`src/rtl/core/lcgdh_pkg.sv`:
```
package lcgdh_pkg;

    localparam int VALUE_W     = 31;
    localparam int BIN_W       = 4;
    localparam int COUNT_W     = 32;
    localparam int CFG_IDX_W   = 2;
    localparam int PRODUCT_W   = 2 * VALUE_W;
    localparam int DIVIDEND_W  = PRODUCT_W + 1;
    localparam int SCALED_W    = VALUE_W + BIN_W;
    localparam int STEP_CNT_W  = 6;

    localparam logic [VALUE_W-1:0] MULTIPLIER_RESET = VALUE_W'(16807);
    localparam logic [VALUE_W-1:0] INCREMENT_RESET  = '0;
    localparam logic [VALUE_W-1:0] MODULUS_RESET    = VALUE_W'(2147483647);
    localparam logic [VALUE_W-1:0] STATE_SEED       = VALUE_W'(1);
    localparam logic [VALUE_W-1:0] MODULUS_MIN      = VALUE_W'(2);

    typedef enum logic [CFG_IDX_W-1:0] {
        REG_MULTIPLIER = 2'd0,
        REG_INCREMENT  = 2'd1,
        REG_MODULUS    = 2'd2
    } cfg_reg_t;

    typedef struct packed {
        logic             inc;
        logic [BIN_W-1:0] bin;
    } hist_ctrl_t;

endpackage

```
`src/rtl/core/lcgdh_step_if.sv`:
```
interface lcgdh_step_if;
    logic valid;
    logic ready;
    logic step_request;

    modport source (output valid, output step_request, input ready);
    modport sink (input valid, input step_request, output ready);
endinterface

```
`src/rtl/core/lcgdh_result_if.sv`:
```
interface lcgdh_result_if;
    logic                          valid;
    logic                          ready;
    logic [lcgdh_pkg::VALUE_W-1:0] value;
    logic [lcgdh_pkg::BIN_W-1:0]   bin_index;
    logic [lcgdh_pkg::COUNT_W-1:0] bin_count;

    modport source (output valid, output value, output bin_index, output bin_count,
                    input ready);
    modport sink (input valid, input value, input bin_index, input bin_count,
                  output ready);
endinterface

```
`src/rtl/core/lcgdh_cfg_if.sv`:
```
interface lcgdh_cfg_if;
    logic                            valid;
    logic                            ready;
    logic [lcgdh_pkg::CFG_IDX_W-1:0] index;
    logic [lcgdh_pkg::VALUE_W-1:0]   data;

    modport source (output valid, output index, output data, input ready);
    modport sink (input valid, input index, input data, output ready);
endinterface

```
`src/rtl/core/lcgdh_divstep.sv`:
```
module lcgdh_divstep (
    input  logic [lcgdh_pkg::VALUE_W-1:0] rem,
    input  logic                          bit_in,
    input  logic [lcgdh_pkg::VALUE_W-1:0] modulus,
    output logic [lcgdh_pkg::VALUE_W-1:0] rem_next,
    output logic                          q_bit
);

    logic [lcgdh_pkg::VALUE_W:0] shifted;
    logic [lcgdh_pkg::VALUE_W:0] diff;

    always_comb
    begin
        shifted  = {rem, bit_in};
        diff     = shifted - {1'b0, modulus};
        q_bit    = (shifted >= {1'b0, modulus});
        rem_next = q_bit ? diff[lcgdh_pkg::VALUE_W-1:0]
                         : shifted[lcgdh_pkg::VALUE_W-1:0];
    end

endmodule

```
`src/rtl/core/lcgdh_hist.sv`:
```
module lcgdh_hist #(
    parameter int NUM_BINS = 10
) (
    input  logic                          clk,
    input  logic                          rst_n,
    input  lcgdh_pkg::hist_ctrl_t         ctrl,
    output logic [lcgdh_pkg::COUNT_W-1:0] count
);

    localparam int IDX_W = (NUM_BINS > 1) ? $clog2(NUM_BINS) : 1;

    logic [lcgdh_pkg::COUNT_W-1:0] counters_reg [NUM_BINS];
    logic [lcgdh_pkg::COUNT_W-1:0] count_reg;
    logic [lcgdh_pkg::COUNT_W-1:0] current;
    logic [lcgdh_pkg::COUNT_W-1:0] updated;
    logic [IDX_W-1:0]              idx;

    always_comb
    begin
        idx     = ctrl.bin[IDX_W-1:0];
        current = counters_reg[idx];
        updated = (&current) ? current : current + 1'b1;
    end

    always_ff @(posedge clk or negedge rst_n)
    begin
        if (!rst_n)
        begin
            for (int k = 0; k < NUM_BINS; k++)
            begin
                counters_reg[k] <= '0;
            end
            count_reg <= '0;
        end
        else if (ctrl.inc)
        begin
            counters_reg[idx] <= updated;
            count_reg         <= updated;
        end
    end

    assign count = count_reg;

endmodule

```
`src/rtl/core/lcg_with_decile_histogram.sv`:
```
// Each request with step_request set produces one result: a multiply step, an add step,
// the modulo on the shared compare-subtract unit, a scaling step, the bin on the same
// unit and a count update.
// The next request is taken once the result has been accepted downstream, so no new
// request is accepted while an earlier one is still in progress.
// Reset seeds the generator with one, clears all bin counters and loads register defaults.
module lcg_with_decile_histogram #(
    parameter int NUM_BINS = 10
) (
    input  logic                  clk,
    input  logic                  rst_n,
    lcgdh_cfg_if.sink             cfg,
    lcgdh_step_if.sink            step,
    lcgdh_result_if.source        result
);

    typedef enum logic [2:0] {
        ST_IDLE,
        ST_MUL,
        ST_ADD,
        ST_MOD,
        ST_SCALE,
        ST_BIN,
        ST_COUNT,
        ST_OUT
    } state_t;

    localparam int VW = lcgdh_pkg::VALUE_W;
    localparam int DW = lcgdh_pkg::DIVIDEND_W;
    localparam int BW = lcgdh_pkg::BIN_W;
    localparam int SW = lcgdh_pkg::SCALED_W;
    localparam int CW = lcgdh_pkg::STEP_CNT_W;

    state_t                         state_reg, state_next;
    logic [VW-1:0]                  multiplier_reg, increment_reg, modulus_reg;
    logic [VW-1:0]                  gen_reg, gen_next;
    logic [lcgdh_pkg::PRODUCT_W-1:0] product_reg, product_next;
    logic [DW-1:0]                  dividend_reg, dividend_next;
    logic [VW-1:0]                  rem_reg, rem_next;
    logic [CW-1:0]                  cnt_reg, cnt_next;
    logic [BW-1:0]                  bin_reg, bin_next;
    logic                           valid_reg, valid_next;

    logic [VW-1:0]                  mod_eff;
    logic [VW-1:0]                  unit_rem;
    logic                           unit_q;
    logic [SW-1:0]                  scaled;
    lcgdh_pkg::hist_ctrl_t          hist_ctrl;
    logic [lcgdh_pkg::COUNT_W-1:0]  hist_count;

    assign mod_eff = (modulus_reg < lcgdh_pkg::MODULUS_MIN) ? lcgdh_pkg::MODULUS_MIN
                                                            : modulus_reg;

    lcgdh_divstep u_divstep (
        .rem      (rem_reg),
        .bit_in   (dividend_reg[DW-1]),
        .modulus  (mod_eff),
        .rem_next (unit_rem),
        .q_bit    (unit_q)
    );

    lcgdh_hist #(
        .NUM_BINS (NUM_BINS)
    ) u_hist (
        .clk   (clk),
        .rst_n (rst_n),
        .ctrl  (hist_ctrl),
        .count (hist_count)
    );

    assign cfg.ready = 1'b1;

    always_ff @(posedge clk or negedge rst_n)
    begin
        if (!rst_n)
        begin
            multiplier_reg <= lcgdh_pkg::MULTIPLIER_RESET;
            increment_reg  <= lcgdh_pkg::INCREMENT_RESET;
            modulus_reg    <= lcgdh_pkg::MODULUS_RESET;
        end
        else if (cfg.valid)
        begin
            case (cfg.index)
                lcgdh_pkg::REG_MULTIPLIER: multiplier_reg <= cfg.data;
                lcgdh_pkg::REG_INCREMENT:  increment_reg  <= cfg.data;
                lcgdh_pkg::REG_MODULUS:    modulus_reg    <= cfg.data;
                default:                   ;
            endcase
        end
    end

    always_comb
    begin
        scaled        = SW'(gen_reg) * SW'(NUM_BINS);
        state_next    = state_reg;
        gen_next      = gen_reg;
        product_next  = product_reg;
        dividend_next = dividend_reg;
        rem_next      = rem_reg;
        cnt_next      = cnt_reg;
        bin_next      = bin_reg;
        valid_next    = valid_reg;
        hist_ctrl.inc = 1'b0;
        hist_ctrl.bin = bin_reg;

        case (state_reg)
            ST_IDLE:
            begin
                if (step.valid && step.step_request)
                begin
                    state_next = ST_MUL;
                end
            end
            ST_MUL:
            begin
                product_next = multiplier_reg * gen_reg;
                state_next   = ST_ADD;
            end
            ST_ADD:
            begin
                dividend_next = DW'(product_reg) + DW'(increment_reg);
                rem_next      = '0;
                cnt_next      = CW'(DW - 1);
                state_next    = ST_MOD;
            end
            ST_MOD:
            begin
                rem_next      = unit_rem;
                dividend_next = dividend_reg << 1;
                cnt_next      = cnt_reg - 1'b1;
                if (cnt_reg == '0)
                begin
                    gen_next   = unit_rem;
                    state_next = ST_SCALE;
                end
            end
            ST_SCALE:
            begin
                rem_next      = scaled[SW-1:BW];
                dividend_next = {scaled[BW-1:0], {(DW - BW){1'b0}}};
                cnt_next      = CW'(BW - 1);
                bin_next      = '0;
                state_next    = ST_BIN;
            end
            ST_BIN:
            begin
                rem_next      = unit_rem;
                dividend_next = dividend_reg << 1;
                bin_next      = {bin_reg[BW-2:0], unit_q};
                cnt_next      = cnt_reg - 1'b1;
                if (cnt_reg == '0)
                begin
                    state_next = ST_COUNT;
                end
            end
            ST_COUNT:
            begin
                hist_ctrl.inc = 1'b1;
                valid_next    = 1'b1;
                state_next    = ST_OUT;
            end
            ST_OUT:
            begin
                if (result.ready)
                begin
                    valid_next = 1'b0;
                    state_next = ST_IDLE;
                end
            end
            default:
            begin
                state_next = ST_IDLE;
            end
        endcase
    end

    always_ff @(posedge clk or negedge rst_n)
    begin
        if (!rst_n)
        begin
            state_reg <= ST_IDLE;
            gen_reg   <= lcgdh_pkg::STATE_SEED;
            valid_reg <= 1'b0;
            cnt_reg   <= '0;
        end
        else
        begin
            state_reg <= state_next;
            gen_reg   <= gen_next;
            valid_reg <= valid_next;
            cnt_reg   <= cnt_next;
        end
    end

    always_ff @(posedge clk)
    begin
        product_reg  <= product_next;
        dividend_reg <= dividend_next;
        rem_reg      <= rem_next;
        bin_reg      <= bin_next;
    end

    assign step.ready       = (state_reg == ST_IDLE);
    assign result.valid     = valid_reg;
    assign result.value     = gen_reg;
    assign result.bin_index = bin_reg;
    assign result.bin_count = hist_count;

endmodule

```
`src/flat_wrapper.sv`:
```
// flat-port wrapper written by rule: the top's interface ports become plain ports
module lcg_with_decile_histogram_flat 
#(
    parameter int NUM_BINS = 10
)
  (clk, rst_n, cfg_valid, cfg_index, cfg_data, cfg_ready, step_valid, step_step_request, step_ready, result_valid, result_value, result_bin_index, result_bin_count, result_ready);
  lcgdh_cfg_if cfg_i ();
  lcgdh_step_if step_i ();
  lcgdh_result_if result_i ();
  input  logic clk;
  input  logic rst_n;
  input wire logic [$bits(cfg_i.valid)-1:0] cfg_valid;
  input wire logic [$bits(cfg_i.index)-1:0] cfg_index;
  input wire logic [$bits(cfg_i.data)-1:0] cfg_data;
  output wire logic [$bits(cfg_i.ready)-1:0] cfg_ready;
  input wire logic [$bits(step_i.valid)-1:0] step_valid;
  input wire logic [$bits(step_i.step_request)-1:0] step_step_request;
  output wire logic [$bits(step_i.ready)-1:0] step_ready;
  output wire logic [$bits(result_i.valid)-1:0] result_valid;
  output wire logic [$bits(result_i.value)-1:0] result_value;
  output wire logic [$bits(result_i.bin_index)-1:0] result_bin_index;
  output wire logic [$bits(result_i.bin_count)-1:0] result_bin_count;
  input wire logic [$bits(result_i.ready)-1:0] result_ready;
  assign cfg_i.valid = cfg_valid;
  assign cfg_i.index = cfg_index;
  assign cfg_i.data = cfg_data;
  assign cfg_ready = cfg_i.ready;
  assign step_i.valid = step_valid;
  assign step_i.step_request = step_step_request;
  assign step_ready = step_i.ready;
  assign result_valid = result_i.valid;
  assign result_value = result_i.value;
  assign result_bin_index = result_i.bin_index;
  assign result_bin_count = result_i.bin_count;
  assign result_i.ready = result_ready;
  lcg_with_decile_histogram #(.NUM_BINS(NUM_BINS)) u_core (.clk(clk), .rst_n(rst_n), .cfg(cfg_i), .step(step_i), .result(result_i));
endmodule
```
`config.mk`:
```
export PLATFORM = sky130hd
export DESIGN_NAME = lcg_with_decile_histogram_flat
export DESIGN_NICKNAME = d
export VERILOG_FILES = /design/src/rtl/core/lcgdh_pkg.sv /design/src/rtl/core/lcgdh_step_if.sv /design/src/rtl/core/lcgdh_result_if.sv /design/src/rtl/core/lcgdh_cfg_if.sv /design/src/rtl/core/lcgdh_divstep.sv /design/src/rtl/core/lcgdh_hist.sv /design/src/rtl/core/lcg_with_decile_histogram.sv /design/src/flat_wrapper.sv
export SDC_FILE = /design/constraint.sdc
export NUM_CORES = 2
export LEC_CHECK = 0
export BUFFER_PORTS_ARGS = -buffer_cell sky130_fd_sc_hd__clkbuf_2
export CELL_PAD_IN_SITES_DETAIL_PLACEMENT = 2
export CELL_PAD_IN_SITES_GLOBAL_PLACEMENT = 2
export CORE_MARGIN = 2
export CORE_UTILIZATION = 41
export DETAILED_ROUTE_END_ITERATION = 12
export PLACE_DENSITY = 0.82
export SYNTH_ARGS = -nofsm -noshare
export SYNTH_HDL_FRONTEND = slang
export SYNTH_SLANG_ARGS = --single-unit
```
`constraint.sdc`:
```
create_clock -name clk -period 9.1 [get_ports clk]
set_input_delay 1.82 -clock clk [delete_from_list [all_inputs] [get_ports clk]]
set_output_delay 1.82 -clock clk [all_outputs]
set_load 0.05 [all_outputs]
```
==> impl_metrics.yaml <==
synthesis:
  synth_cells: 6586
  synth_area_um2: 64000
  synth_warnings: 0
  synth_top_family_by_area: "adder cells"
  synth-compound-area-share_pct: 9.92
  synthMuxAreaShare_pct: 4.89
  yosys.area_share.simple_pct: 14.8
  synth_area_leaders: "fa_1 (26%), dfrtp_1 (17%), edfxtp_1 (7.5%)"
  synth_common_cells: "nand2_1 (992), inv_1 (844), fa_1 (840)"
  synth_edf_count: 160
  synth_nets: 7843
  async_flop_share_pct: 75.2
  syn_area_per_cell_um2: 9.71
  synth_seq_area_share_pct: 26.6
  synth_area_leader_cell: "fa_1"
  synth_top_area_share_pct: 26.3
  yosysMostFrequentCell: "nand2_1"
  yosys.area_share.adder_pct: 33.7
  ys_types: 82
  synth_ff_type: "dfrtp_1"
  synth_seq_cells: 646
  synth_xor_area_share_pct: 2.53
layout:
  design_area_um2: 69400
  multiInputGateArea_um2: 42300
  layout-drive-gt1-share_pct: 9.57
  fill_cells: 16400
  final_cells: 8615
  layout.nets: 7750
  largest_reg_flops: 320
  regArea_um2: 17000
  area_growth_pct: 8.42
placement:
  place_congestion: 0.877
  placed_area_um2: 66600
  io_buffer_count: 107
  dp.cells: 8456
  dp_hpwl_um: 184000
timing:
  skew_ns: 0.0415
  drv_slew: 3
  relSlewSlack_pct: -1.68
  max_slew.worst_pin.slew_ns: 1.51
  setup_viol: 1
  hold_ws_ns: 0.476
  fin_crit_sh_pct: 100
  max_freq_mhz: 110
  fin_ws_ns: -0.0310
  finalHoldViolations: 0
  period_minus_slack_ns: 9.13
clocking:
  numCtsBuffers: 79
  cts_buffer_depth: 3
  clock_latency_ns: 0.74
  cts_sinks: 646
  holdBufCountCts: 0
  cts_tree: "yes"
  root_buffer: "clkbuf_16"
  post_cts_buffers: 0
  path_clk_slew_ns: 0.06
  htree_levels: 3
setup_path:
  critPathKind: "register to register"
  cp_data_arrival_time_ns: 9.63
  crit_start: "u_core.multiplier_reg[26]$_DFFE_PN0P_"
  end_kind: "register"
  crit_path_end: "u_core.product_reg[61]$_DFFE_PP_"
  required_ns: 9.60
  r2r-start: "u_core.multiplier_reg[26]$_DFFE_PN0P_"
  critPathMaxFanout: 21
  start_kind: "register"
  regToRegEndpoint: "u_core.product_reg[61]$_DFFE_PP_"
  worst_r2r_path_depth: 23
  r2r_setup_slack_ns: -0.03
floorplanning:
  die_w_um: 399
  design.portCount: 109
  start_util_pct: 41.4
  core_um2: 155000
  die-area_um2: 159000
  rows: 144
  die_height_um: 399
power_and_ir_drop:
  p_per_area_nw_per_um2: 289
  vdd_drop_max_uv: 204
  total_power_uw: 20000
  power_leakage_uw: 0.0328
drt:
  drc: 0
  firstDrtPassIters: 5
  wl_per_cell_um: 29.9
  ant_nets: 0
  viasPerCell: 5.96
  drt_first_iter_violations: 3879
  vias: 51300
  wl_um: 257000
global_routing:
  track_usage_pct: 32.3
  grt_pass1_wl_um: 387000
  grt_pass1_vias: 59600
  antenna_found_initial: 26
  grt_start_max_net_pins: 150
  grt_overflow_total: 0
flow_run:
  cap_violations: 1
run_status:
  violations: "max-capacitance violations, max-slew violations, negative setup slack"
  status: "complete, but fails checks"
worst_hold_path:
  hold_path.class: "register to register"
-- worst max-delay path, stage by stage, from the launching register on --
cell and delay, ns:
dfrtp_1 0.97, and2_1 0.29, fa_1 0.51, fa_1 0.54, fa_1 0.59, inv_1 0.06
fa_1 0.55, inv_1 0.08, fa_1 0.48, fa_1 0.47, fa_1 0.64, inv_1 0.13
fa_1 0.53, inv_1 0.06, ha_1 0.48, nand4_1 0.31, nor4_4 0.44, nand3_1 0.17
o22ai_2 0.31, o2111ai_1 0.22, a2111oi_0 0.47, o21a_1 0.21, nor2_1 0.06, xnor2_1 0.32
-- cells in the final DEF (no fill, tap or decap), types with 117 or more instances in the layout --
| cell | count |
|---|---|
| nand2_1 | 982 |
| inv_1 | 844 |
| fa_1 | 840 |
| and2_1 | 535 |
| o21ai_0 | 476 |
| dfrtp_1 | 434 |
| ha_1 | 377 |
| a21oi_1 | 185 |
| edfxtp_1 | 160 |
| buf_4 | 126 |
| nor2_1 | 124 |
| xnor2_1 | 117 |
-- layout make-up --
| type | count | share of cell area [%] |
|---|---|---|
| Multi-Input combinational cell | 4682 | 60.9 |
| Sequential cell | 646 | 24.6 |
| Inverter | 844 | 4.57 |
| Tap cell | 2044 | 3.69 |
| Clock buffer | 112 | 3.22 |
| Timing Repair Buffer | 240 | 2.33 |
| Clock inverter | 30 | 0.662 |
| Antenna cell | 17 | 0.0613 |
-- metrics by stage --
step / setup TNS (ns) / setup WS, ns / util (%)
2_1_floorplan: 0 / 1.05 / -
5_1_grt: -0.101 / -0.0345 / 44.9
4_1_cts: 0 / 0.0406 / 44.8
3_3_place_gp: -0.0308 / -0.0308 / 43.1
6_report: -0.0310 / -0.0310 / 44.9
3_5_place_dp: -1.56 / -0.434 / 43.1
-- logic make-up (layout without fill, tap and decap cells) --
kind of cell,Yosys count,in the layout
other,1,18
AO/OA/AOI/OAI,1066,1066
buffers and inverters,1258,1226
flip-flops,646,646
adder cells (fa/ha/maj),1218,1218
AND/OR/NAND/NOR,1967,1967
multiplexers,245,245
XOR/XNOR,185,185
-- repair_timing --
| action | in CTS | in global routing |
|---|---|---|
| resized for setup | 12 | 12 |
| endpoints found under the setup margin | 11 | 5 |
| pin swaps | 0 | 1 |
-- worst min-delay path by stage --
stage                                                            from                                     endpoint  slack, ns  depth (start not counted)
after floorplan           u_core.u_hist.counters_reg[103]$_DFFE_PN0P_  u_core.u_hist.counters_reg[103]$_DFFE_PN0P_       0.44                          2
after global placement    u_core.u_hist.counters_reg[103]$_DFFE_PN0P_  u_core.u_hist.counters_reg[103]$_DFFE_PN0P_       0.46                          2
after detailed placement  u_core.u_hist.counters_reg[106]$_DFFE_PN0P_  u_core.u_hist.counters_reg[106]$_DFFE_PN0P_       0.47                          2
after CTS                 u_core.u_hist.counters_reg[106]$_DFFE_PN0P_  u_core.u_hist.counters_reg[106]$_DFFE_PN0P_       0.48                          2
after global routing              u_core.u_hist.count[30]$_DFFE_PN0P_          u_core.u_hist.count[30]$_DFFE_PN0P_       0.50                          2
final                     u_core.u_hist.counters_reg[106]$_DFFE_PN0P_  u_core.u_hist.counters_reg[106]$_DFFE_PN0P_       0.48                          2
-- layer usage --
metal	GRT usage, %	wire length [um]	vias to the layer above	part of all wire (%)
met4	16.8	14700	12	5.7
met3	5.40	14300	784	5.6
met2	56.8	131000	1969	51
met5	0	78	-	0.030
li1	-	-	21100	-
met1	37.7	96700	27500	38
-- power breakdown --
part	internal (uW)	switching (uW)
registers	3840	616
clock network	1910	1470
logic	4210	7980
(Power assumes the default switching activity.)
